==> src/rtl/wmf_pkg.sv <==
// shared widths, defaults and cell link type for the window median filter
package wmf_pkg;

   localparam int SAMPLE_W   = 16;
   localparam int MEDIAN_W   = SAMPLE_W + 1;
   localparam int WINDOW_DEF = 10;

   // what one cell hands to its right neighbor
   typedef struct packed {
      logic [SAMPLE_W-1:0] value;
      logic                gt;
   } link_type;

endpackage

==> src/rtl/wmf_cell.sv <==
// one insertion cell of the sorted window chain
module wmf_cell #(
   parameter int IDX   = 0,
   parameter int CNT_W = 4
) (
   input  logic                         clock,
   input  logic                         load,
   input  logic [CNT_W-1:0]             fill,
   input  logic [wmf_pkg::SAMPLE_W-1:0] sample,
   input  wmf_pkg::link_type            left,
   output wmf_pkg::link_type            right
);
   import wmf_pkg::*;

   localparam logic [CNT_W-1:0] POS = CNT_W'(IDX);

   logic [SAMPLE_W-1:0] value_ff;
   logic [SAMPLE_W-1:0] value_in;
   logic                occupied;
   logic                gt;
   logic                write_en;

   // entry holds a sample of this window and is larger than the new one
   assign occupied = POS < fill;
   assign gt       = occupied && (value_ff > sample);

   // shift right when larger, take the new word at the first free slot
   assign write_en = load && (gt || (fill == POS));
   assign value_in = left.gt ? left.value : sample;

   always_ff @(posedge clock) begin
      if (write_en) begin
         value_ff <= value_in;
      end
   end

   // hand value and compare result to the next cell
   assign right.value = value_ff;
   assign right.gt    = gt;

endmodule

==> src/rtl/window_median_filter.sv <==
// window median filter: one sample word per cycle, busy never asserts.
// a result strobe follows the last sample of each window via done_ff, then rsp_valid_ff.
// throughput is one sample per cycle, set by the insertion cell chain,
// where each cell decides shift/load/hold from its own compare, the fill and its left neighbor.
// synchronous reset clears the fill count and the result strobe; the
// sample cells hold no reset value and are filled anew in every window.
module window_median_filter #(
   parameter int WINDOW = wmf_pkg::WINDOW_DEF
) (
   input  logic                         clock,
   input  logic                         reset,
   input  logic                         start,
   output logic                         busy,
   input  logic [wmf_pkg::SAMPLE_W-1:0] req_sample,
   output logic                         rsp_valid,
   output logic [wmf_pkg::MEDIAN_W-1:0] rsp_median_doubled
);
   import wmf_pkg::*;

   localparam int CNT_W = $clog2(WINDOW);
   localparam int HALF  = WINDOW / 2;
   localparam logic [CNT_W-1:0] LAST = CNT_W'(WINDOW - 1);

   logic                accept;
   logic [CNT_W-1:0]    count_ff;
   logic [CNT_W-1:0]    count_in;
   logic                done_ff;
   logic                done_in;
   logic                rsp_valid_ff;
   logic [MEDIAN_W-1:0] median_ff;
   logic [MEDIAN_W-1:0] median_in;
   link_type            links [WINDOW+1];

   assign busy   = 1'b0;
   assign accept = start && !busy;

   // fill count and window-complete flag
   always_comb begin
      count_in = count_ff;
      done_in  = 1'b0;
      if (accept) begin
         if (count_ff == LAST) begin
            count_in = '0;
            done_in  = 1'b1;
         end else begin
            count_in = count_ff + 1'b1;
         end
      end
   end

   always_ff @(posedge clock) begin
      if (reset) begin
         count_ff     <= '0;
         done_ff      <= 1'b0;
         rsp_valid_ff <= 1'b0;
      end else begin
         count_ff     <= count_in;
         done_ff      <= done_in;
         rsp_valid_ff <= done_ff;
      end
   end

   // insertion chain, cell 0 sees no larger left neighbor
   assign links[0] = '0;

   for (genvar i = 0; i < WINDOW; i++) begin : g_cell
      wmf_cell #(
         .IDX   (i),
         .CNT_W (CNT_W)
      ) u_cell (
         .clock  (clock),
         .load   (accept),
         .fill   (count_ff),
         .sample (req_sample),
         .left   (links[i]),
         .right  (links[i+1])
      );
   end

   // doubled median from the middle cells of the sorted chain
   if ((WINDOW % 2) == 0) begin : g_even
      assign median_in = {1'b0, links[HALF].value} + {1'b0, links[HALF+1].value};
   end else begin : g_odd
      assign median_in = {links[HALF+1].value, 1'b0};
   end

   always_ff @(posedge clock) begin
      if (done_ff) begin
         median_ff <= median_in;
      end
   end

   assign rsp_valid          = rsp_valid_ff;
   assign rsp_median_doubled = median_ff;

endmodule

==> config.mk <==
export PLATFORM = sky130hd
export DESIGN_NAME = window_median_filter
export DESIGN_NICKNAME = d
export VERILOG_FILES = /design/src/rtl/wmf_pkg.sv /design/src/rtl/wmf_cell.sv /design/src/rtl/window_median_filter.sv
export SDC_FILE = /design/constraint.sdc
export NUM_CORES = 1
export LEC_CHECK = 0
export ABC_CLOCK_PERIOD_IN_PS = 8000
export BUFFER_PORTS_ARGS = -buffer_cell sky130_fd_sc_hd__buf_2
export CAP_MARGIN = 20
export CELL_PAD_IN_SITES_DETAIL_PLACEMENT = 1
export CELL_PAD_IN_SITES_GLOBAL_PLACEMENT = 2
export CORE_ASPECT_RATIO = 1.4
export CORE_MARGIN = 2
export CORE_UTILIZATION = 47
export DETAILED_ROUTE_END_ITERATION = 6
export GPL_TIMING_DRIVEN = 0
export PLACE_DENSITY_LB_ADDON = 0.1
export SLEW_MARGIN = 20
export SYNTH_ARGS = -nofsm -noshare
export SYNTH_HDL_FRONTEND = slang
export SYNTH_SLANG_ARGS = --single-unit
==> constraint.sdc <==
create_clock -name clock -period 8 [get_ports clock]
set_input_delay 2 -clock clock [delete_from_list [all_inputs] [get_ports clock]]
set_output_delay 2 -clock clock [all_outputs]
set_load 0.02 [all_outputs]
==> results of run 1 <==
[per-layer routing]
metal / global-route usage, % / share of wire [%] / up-vias
met5: 0 / 0 / -
met3: 4.23 / 2.2 / 20
met4: 8.11 / 2.0 / 0
met2: 43.8 / 56 / 74
li1: - / - / 2462
met1: 24.0 / 40 / 2547
[placed cells by master, fill, tap and decap left out, types with 5 or more instances in the layout]
| cell type | n |
|---|---|
| a21o_1 | 16 |
| clkbuf_16 | 17 |
| buf_2 | 36 |
| nand3_1 | 15 |
| inv_1 | 27 |
| mux2_4 | 9 |
| clkbuf_1 | 9 |
| nand2_1 | 24 |
| a21oi_1 | 47 |
| o211ai_1 | 6 |
| edfxtp_1 | 113 |
| dfxtp_1 | 6 |
| buf_6 | 8 |
| o21bai_1 | 5 |
| a211oi_1 | 6 |
| mux2_2 | 68 |
| xnor2_1 | 10 |
| nor2_1 | 17 |
| a21boi_2 | 5 |
| nand4_1 | 21 |
| xor2_1 | 5 |
| or3_1 | 5 |
| ha_1 | 112 |
| nor2b_1 | 11 |
| o21ai_0 | 11 |
[cell families (layout without fill, tap and decap cells)]
logic type / count (synthesis) / after routing
flops: 119 / 119
simple gates: 109 / 109
fa+ha+maj: 113 / 113
xor+xnor: 15 / 15
other cells: 1 / 1
mux: 80 / 80
buf+inv: 39 / 112
compound gates: 122 / 122
[flip-flops by register name, indices dropped and copies added, names as in the netlist]
signal	count
done_ff	1
rsp_median_doubled	17
rsp_valid	1
count_ff	4
g_cell.u_cell.value_ff	96
[report_power, final]
part	total, mW	switching (mW)	internal, mW
logic	0.179	0.101	0.0779
registers	0.714	0.00925	0.704
clock network	0.794	0.278	0.516
total	1.69	0.389	1.30
[metrics by stage]
| step | setup slack (ns) | cells | power [mW] | hold slack, ns |
|---|---|---|---|---|
| after floorplan | 2.85 | 598 | 0.843 | 0.496 |
| after global placement | 1.60 | 832 | 0.885 | 0.532 |
| after detailed placement | 2.72 | 838 | 0.903 | 0.560 |
| after CTS | 3.16 | 870 | 1.70 | 0.576 |
| after global routing | 3.07 | 870 | 1.75 | 0.598 |
| final | 3.20 | 870 | 1.69 | 0.574 |
[worst min-delay path by stage]
stage                                             start                       endpoint  depth (start not counted)
final                      g_cell[5].u_cell.value_ff[0]          rsp_median_doubled[0]                          1
after global routing      g_cell[0].u_cell.value_ff[11]  g_cell[1].u_cell.value_ff[11]                          1
after CTS                                   count_ff[3]                    count_ff[3]                          2
after detailed placement   g_cell[5].u_cell.value_ff[0]          rsp_median_doubled[0]                          1
after global placement                      count_ff[3]                    count_ff[3]                          2
after floorplan                             count_ff[3]                    count_ff[3]                          2
[worst max-delay path: stages]
cell	delay, ns
buf_2	0.16
inv_1	0.16
ha_1	0.37
nand4_1	0.20
or3_1	0.49
a21oi_1	0.21
or4_1	0.15
o221ai_2	0.24
buf_6	0.25
a21boi_2	0.46
buf_6	0.22
[area by class of cell]
cell class	instances	area share, %
multi-input combinational	440	45.0
sequential	119	40.3
clock buffer	21	5.05
tap	199	2.86
timing repair buffer	41	2.78
clock inverter	11	1.78
inverter	27	1.16
buffer	12	1.02
==> results.yml, run 1 <==
setup_path:
  crit_fanout: 10
  critPathLaunch: "req_sample[15]"
  r2r_cells: 9
  regToRegStartpoint: "g_cell[4].u_cell.value_ff[15]"
  r2r_end: "g_cell[4].u_cell.value_ff[11]"
  arrival_ns: 4.93
  crit_required_ns: 8.13
  cp-endpoint: "g_cell[4].u_cell.value_ff[11]"
  critPathLaunchType: "input pin"
  ff2ff_setup_slack_ns: 4.68
  crit_path_end_kind: "register"
  crit_type: "in2reg"
routing:
  antenna_left: 0
  drt_iter0_markers: 186
  drc: 0
  via_per_inst: 5.87
  vias: 5103
  dr.pass1.iters: 5
  wl_um: 18600
  wire_per_inst_um: 21.4
synthesis:
  synth_compound_area_share_pct: 10.8
  synthSimpleGateAreaFrac_pct: 7.63
  synth_common_cells: "edfxtp_1 (113), ha_1 (112), mux2_2 (68)"
  synth_top_family_by_area: "adder cells"
  syn_nets: 730
  synth-main-ff-cell: "edfxtp_1"
  ys.warnings.count: 0
  seq_area_frac_synth_pct: 46.3
  yosysMostFrequentCell: "edfxtp_1"
  syn_avg_cell_area_sq_um: 12.7
  yosys.area.top_type: "edfxtp_1"
  netlist_instances: 598
  synth_mux_area_share_pct: 12.3
  synth_area_sq_um: 7590
  synth_fa_ha_area_share_pct: 18.7
  yosysTopAreaCellShare_pct: 44.7
  synth_xor_area_share_pct: 1.73
  synth-edff-count: 113
  async_flop_share_pct: 0
  synth_seq_cells: 119
  synth_area_leaders: "edfxtp_1 (45%), ha_1 (18%), mux2_2 (10%)"
  ys_types: 54
global_route:
  grt_use_total_pct: 22.5
  grt_pass1_vias: 5743
  grt_antenna_before_repair: 0
  grt_pass1_wl_um: 29800
  overflow: 0
  grt_max_degree: 19
final_layout:
  seq_area_sq_um: 3510
  multiInputGateArea_sq_um: 3930
  fill_cells: 1649
  area_delta_synth_final_pct: 14.8
  final_util_pct: 54.6
  design_area_sq_um: 8720
  n_antenna_cell: 0
  final_nets: 790
  drive_above_1_share_pct: 23.8
clock_network:
  ctsResizeCount: 0
  htree_levels: 4
  cts_tree: "yes"
  clkTransAtPathRegs_ns: 0.06
  clock-sinks: 119
  root_buffer: "clkbuf_16"
  numCtsBuffers: 17
  post_cts_buffers: 0
  cts.path.max_buffers: 2
  hold_buffers: 0
  insertion_delay_ns: 0.43
floorplan:
  die_y_um: 154
  io_pins: 38
  coreArea_sq_um: 16000
  die_x_um: 111
  initial_core_util_pct: 47.6
  rows: 55
  die_area_sq_um: 17200
place:
  io_buffers: 35
  gp_congestion: 0.810
  dp_hpwl_um: 14400
  place_area_sq_um: 8120
timing:
  fmax_mhz: 208
  tns_ns: 0
  clock_skew_ns: 0.00897
  worst_pin_slew_ns: 0.757
  period_minus_slack_ns: 4.80
  drv_slew: 0
  fin_crit_sh_pct: 60.0
  finalSetupViolCount: 0
  relSlewSlack_pct: 49.5
  rsz0062_at_grt: "no"
  hold_viol_final: 0
power_and_ir_drop:
  leakage_nw: 3.51
  ir_drop_mv: 0.125
  power-per-cell-area_nw_per_um2: 193
flow_run:
  cap_violations: 0
min_path:
  hold_class: "reg2reg"
status:
  status: "completed"
Note: power is estimated with default switching activity, not from simulation.
==> run 2, diff against run 1 <==
- ABC_AREA: unset -> 1
- ABC_CLOCK_PERIOD_IN_PS: 8000 -> 4300
- CORE_UTILIZATION: 47 -> 36
- clock period: 8 -> 4.3 ns (I/O delays scaled with it)
==> results.yml, run 2 <==
final_layout:
  fill_cells: 2547
  final_nets: 1078
  multiInputGateArea_sq_um: 4130
  drive_above_1_share_pct: 10.5
  largest_reg_flops: 96
  area_delta_synth_final_pct: 14.7
  n_antenna_cell: 0
  top_register: "g_cell.u_cell.value_ff"
  design_area_sq_um: 9160
  seq_area_sq_um: 3510
  layout_common_cells: "nand2_1 (289), edfxtp_1 (113), ha_1 (112)"
  mostFrequentLayoutCell: "nand2_1"
clock_network:
  ctsResizeCount: 0
  clkTransAtPathRegs_ns: 0.06
  root_buffer: "clkbuf_16"
  post_cts_buffers: 0
  insertion_delay_ns: 0.43
  hold_buffers: 0
  numCtsBuffers: 17
  cts.path.max_buffers: 2
  clock-sinks: 119
  cts_tree: "yes"
  htree_levels: 4
synthesis:
  ys_types: 38
  yosysMostFrequentCell: "nand2_1"
  ys.warnings.count: 0
  netlist_instances: 889
  synth_common_cells: "nand2_1 (289), edfxtp_1 (113), ha_1 (112)"
  async_flop_share_pct: 0
  yosys.area.top_type: "edfxtp_1"
  synth_seq_cells: 119
  yosysTopAreaCellShare_pct: 42.5
  syn_avg_cell_area_sq_um: 8.99
  synth_area_leaders: "edfxtp_1 (42%), ha_1 (18%), nand2_1 (14%)"
  synth_area_sq_um: 7990
  synth-edff-count: 113
  synth-main-ff-cell: "edfxtp_1"
  syn_nets: 1021
  seq_area_frac_synth_pct: 44.0
status:
  status: "completed"
routing:
  vias: 6528
  antenna_left: 0
  drc: 0
  wl_um: 22200
  via_per_inst: 5.20
  wire_per_inst_um: 17.7
  drt_iter0_markers: 189
  dr.pass1.iters: 4
timing:
  drv_slew: 0
  finalSetupViolCount: 0
  rsz0062_at_grt: "no"
  worst_pin_slew_ns: 0.924
  clock_skew_ns: 0.00643
  relSlewSlack_pct: 38.4
  fin_crit_sh_pct: 87.7
  hold_viol_final: 0
  tns_ns: 0
  period_minus_slack_ns: 3.77
  fmax_mhz: 265
floorplan:
  die_y_um: 180
  die_x_um: 130
  io_pins: 38
  rows: 64
  die_area_sq_um: 23400
  coreArea_sq_um: 21900
  initial_core_util_pct: 36.5
setup_path:
  r2r_end: "g_cell[1].u_cell.value_ff[12]"
  critPathLaunchType: "input pin"
  regToRegStartpoint: "g_cell[1].u_cell.value_ff[11]"
  ff2ff_setup_slack_ns: 1.19
  crit_type: "in2reg"
  crit_path_end_kind: "register"
  arrival_ns: 3.83
  r2r_cells: 10
  crit_required_ns: 4.36
  crit_fanout: 16
global_route:
  grt_max_degree: 19
  overflow: 0
  grt_antenna_before_repair: 0
  grt_pass1_vias: 7328
  grt_use_total_pct: 20.1
  grt_pass1_wl_um: 35900
min_path:
  hold_depth: 2
  min-delay-start: "count_ff[0]"
  hold_class: "reg2reg"
  hold_end: "count_ff[0]"
power_and_ir_drop:
  ir_drop_mv: 0.258
  leakage_nw: 4.17
  power-per-cell-area_nw_per_um2: 346
place:
  io_buffers: 36
  gp_congestion: 0.868
  dp_hpwl_um: 18600
  place_area_sq_um: 8570
flow_run:
  cap_violations: 0
run 2: per-stage QoR:
step	cells	hold WS [ns]	utilization [%]	power, mW	setup WS (ns)
global route	1256	0.584	41.9	3.30	0.251
floorplan	889	0.484	-	1.60	1.05
global placement	1222	0.507	39.1	1.70	0.000698
CTS	1256	0.535	41.9	3.20	0.458
finish	1256	0.528	41.9	3.17	0.530
detailed placement	1224	0.528	39.2	1.73	0.00335
run 2: kinds of logic (layout without fill, tap and decap cells):
family	after synthesis	after routing	synth area share [%]
adder cells (fa/ha/maj)	113	113	17.8
other	1	1	0.0469
XOR/XNOR	11	11	1.21
flip-flops	119	119	44.0
AND/OR/NAND/NOR	467	467	25.3
buffers and inverters	80	150	4.46
AO/OA/AOI/OAI	98	98	7.22
run 2: metal layers:
metal | GRT usage (%) | part of all wire, % | vias up
met5 | 0 | 0 | -
met4 | 8.86 | 3.3 | 0
met3 | 3.77 | 2.0 | 45
met2 | 39.6 | 58 | 88
met1 | 19.6 | 37 | 3168
li1 | - | - | 3227
run 2: layout make-up:
| cell class | instances | area share [%] |
|---|---|---|
| Clock inverter | 14 | 1.77 |
| Tap cell | 297 | 4.06 |
| Clock buffer | 18 | 4.68 |
| Buffer | 19 | 1.39 |
| Timing Repair Buffer | 38 | 2.21 |
| Inverter | 61 | 2.50 |
| Multi-Input combinational cell | 690 | 45.0 |
| Sequential cell | 119 | 38.3 |
run 2: where the power goes:
part	internal [mW]	switching, mW	leakage (nW)
sequential	1.31	0.0195	1.08
clock	0.951	0.518	0.292
combinational	0.121	0.249	2.80
total	2.38	0.787	4.17
run 2: worst max path at each step:
stage | startpoint | endpoint | slack (ns)
6_report | req_sample[11] | g_cell[1].u_cell.value_ff[12] | 0.53
5_1_grt | req_sample[11] | g_cell[2].u_cell.value_ff[10] | 0.25
4_1_cts | req_sample[15] | g_cell[2].u_cell.value_ff[10] | 0.46
3_5_place_dp | req_sample[15] | g_cell[2].u_cell.value_ff[10] | 0.003
3_3_place_gp | req_sample[11] | g_cell[0].u_cell.value_ff[9] | 0.0007
2_1_floorplan | req_sample[15] | g_cell[0].u_cell.value_ff[0] | 1.05
run 2: worst max-delay path, cell delays in order:
cell,delay [ns]
buf_2,0.18
inv_1,0.20
ha_1,0.35
nand2_1,0.07
nor2_1,0.26
nand2_1,0.11
nor3_2,0.28
nand2_1,0.19
nand3_2,0.21
buf_2,0.26
nand3_1,0.10
nand2_1,0.52
==> run 3, diff against run 2 <==
- CORE_UTILIZATION: 36 -> 35
==> results.yml, run 3 (synthesis results as in run 2) <==
clock_network:
  clock-sinks: 119
  clkTransAtPathRegs_ns: 0.06
  numCtsBuffers: 17
  post_cts_buffers: 0
  cts_tree: "yes"
  hold_buffers: 0
  htree_levels: 4
  cts.path.max_buffers: 2
  ctsResizeCount: 0
  root_buffer: "clkbuf_16"
  insertion_delay_ns: 0.43
final_layout:
  mostFrequentLayoutCell: "nand2_1"
  seq_area_sq_um: 3510
  drive_above_1_share_pct: 10.5
  largest_reg_flops: 96
  fill_cells: 2712
  top_register: "g_cell.u_cell.value_ff"
  multiInputGateArea_sq_um: 4130
  area_delta_synth_final_pct: 14.8
  final_nets: 1078
  n_antenna_cell: 0
  design_area_sq_um: 9170
  layout_common_cells: "nand2_1 (289), edfxtp_1 (113), ha_1 (112)"
timing:
  tns_ns: 0
  fin_crit_sh_pct: 90.4
  worst_pin_slew_ns: 0.961
  fmax_mhz: 257
  finalSetupViolCount: 0
  clock_skew_ns: 0.0124
  rsz0062_at_grt: "no"
  period_minus_slack_ns: 3.89
  hold_viol_final: 0
  drv_slew: 0
  relSlewSlack_pct: 35.9
power_and_ir_drop:
  leakage_nw: 4.17
  p_sw_mw: 0.803
  p_comb_share_pct: 11.7
  seq_power_share_pct: 41.8
  power-per-cell-area_nw_per_um2: 348
  intPower_mw: 2.39
  power.share.clock_pct: 46.5
  swShare_pct: 25.2
  ir_drop_mv: 0.293
min_path:
  min-delay-start: "count_ff[0]"
  hold_class: "reg2reg"
  hold_end: "count_ff[0]"
  hold_depth: 2
setup_path:
  r2r_cells: 10
  crit_path_end_kind: "register"
  crit_fanout: 16
  ff2ff_setup_slack_ns: 1.08
  slowest_stage: "a21oi_2"
  regToRegStartpoint: "g_cell[2].u_cell.value_ff[11]"
  critPathLaunchType: "input pin"
  critPathMaxStageDelay_ns: 0.76
  crit_required_ns: 4.34
  arrival_ns: 3.93
  crit_chain: "buf_2 > inv_1 > ha_1 > nand2_1 > nor2_1 > nand2_1 > nor2_2 > nand2_1 > nand3_2 > nand2_2 > buf_6 > a21oi_2"
  r2r_end: "g_cell[2].u_cell.value_ff[14]"
  crit_type: "in2reg"
  crit_top_cell: "nand2_1"
routing:
  wire_per_inst_um: 17.8
  via_per_inst: 5.15
  wl_um: 22400
  antenna_left: 0
  drt_iter0_markers: 174
  drc: 0
  dr.pass1.iters: 4
  vias: 6494
floorplan:
  rows: 65
  coreArea_sq_um: 22400
  io_pins: 38
  die_y_um: 183
  die_area_sq_um: 24100
  initial_core_util_pct: 35.6
  die_x_um: 132
place:
  dp_hpwl_um: 18800
  place_area_sq_um: 8580
  gp_congestion: 0.893
  io_buffers: 36
status:
  status: "completed"
global_route:
  grt_use_total_pct: 19.7
  grt_antenna_before_repair: 0
  grt_pass1_vias: 7208
  grt_max_degree: 19
  overflow: 0
  grt_pass1_wl_um: 36200
flow_run:
  cap_violations: 0
## run 3: cell counts in the layout (fill, tap and decap cells not counted)
No cell type changed its count.
## run 3: worst max-delay path by stage
stage                   startpoint                            end  slack (ns)
finish              req_sample[11]  g_cell[2].u_cell.value_ff[14]        0.41
global route        req_sample[11]   g_cell[2].u_cell.value_ff[9]        0.14
CTS                 req_sample[11]   g_cell[2].u_cell.value_ff[2]        0.31
detailed placement  req_sample[11]   g_cell[2].u_cell.value_ff[9]       -0.14
global placement    req_sample[11]   g_cell[0].u_cell.value_ff[9]       -0.12
floorplan           req_sample[15]   g_cell[0].u_cell.value_ff[0]        1.05
## run 3: layout make-up
type | instances | share of cell area [%]
Buffer | 19 | 1.39
Timing Repair Buffer | 38 | 2.25
Clock buffer | 18 | 4.68
Tap cell | 301 | 4.11
Clock inverter | 14 | 1.77
Sequential cell | 119 | 38.3
Multi-Input combinational cell | 690 | 45.0
Inverter | 61 | 2.50
## run 3: power by group through the flow
stage	clock network, mW	logic, mW	registers (mW)
6_report	1.48	0.373	1.33
5_1_grt	1.55	0.434	1.34
4_1_cts	1.51	0.381	1.33
3_5_place_dp	0	0.379	1.36
3_3_place_gp	0	0.352	1.35
2_1_floorplan	0	0.249	1.35
## run 3: layer usage
metal	up-vias	routed length, um	track usage (%)
met1	3120	8430	18.9
met5	-	0	0
li1	3227	-	-
met3	50	492	3.48
met4	0	760	8.91
met2	97	12700	40.1
## run 3: worst max-delay path, delay by kind of cell
family / cells / cell delay (ns)
adder cells (fa/ha/maj): 1 / 0.36
buffers and inverters: 3 / 0.60
AO/OA/AOI/OAI: 1 / 0.76
AND/OR/NAND/NOR: 7 / 1.13
## run 3: through the flow
| step | hold slack (ns) | total power [mW] | cells | setup WS [ns] | util, % |
|---|---|---|---|---|---|
| final | 0.532 | 3.19 | 1260 | 0.414 | 40.9 |
| after global routing | 0.578 | 3.32 | 1260 | 0.144 | 40.9 |
| after CTS | 0.527 | 3.22 | 1260 | 0.311 | 40.9 |
| after detailed placement | 0.508 | 1.73 | 1228 | -0.136 | 38.2 |
| after global placement | 0.501 | 1.71 | 1226 | -0.121 | 38.1 |
| after floorplan | 0.484 | 1.60 | 889 | 1.05 | - |
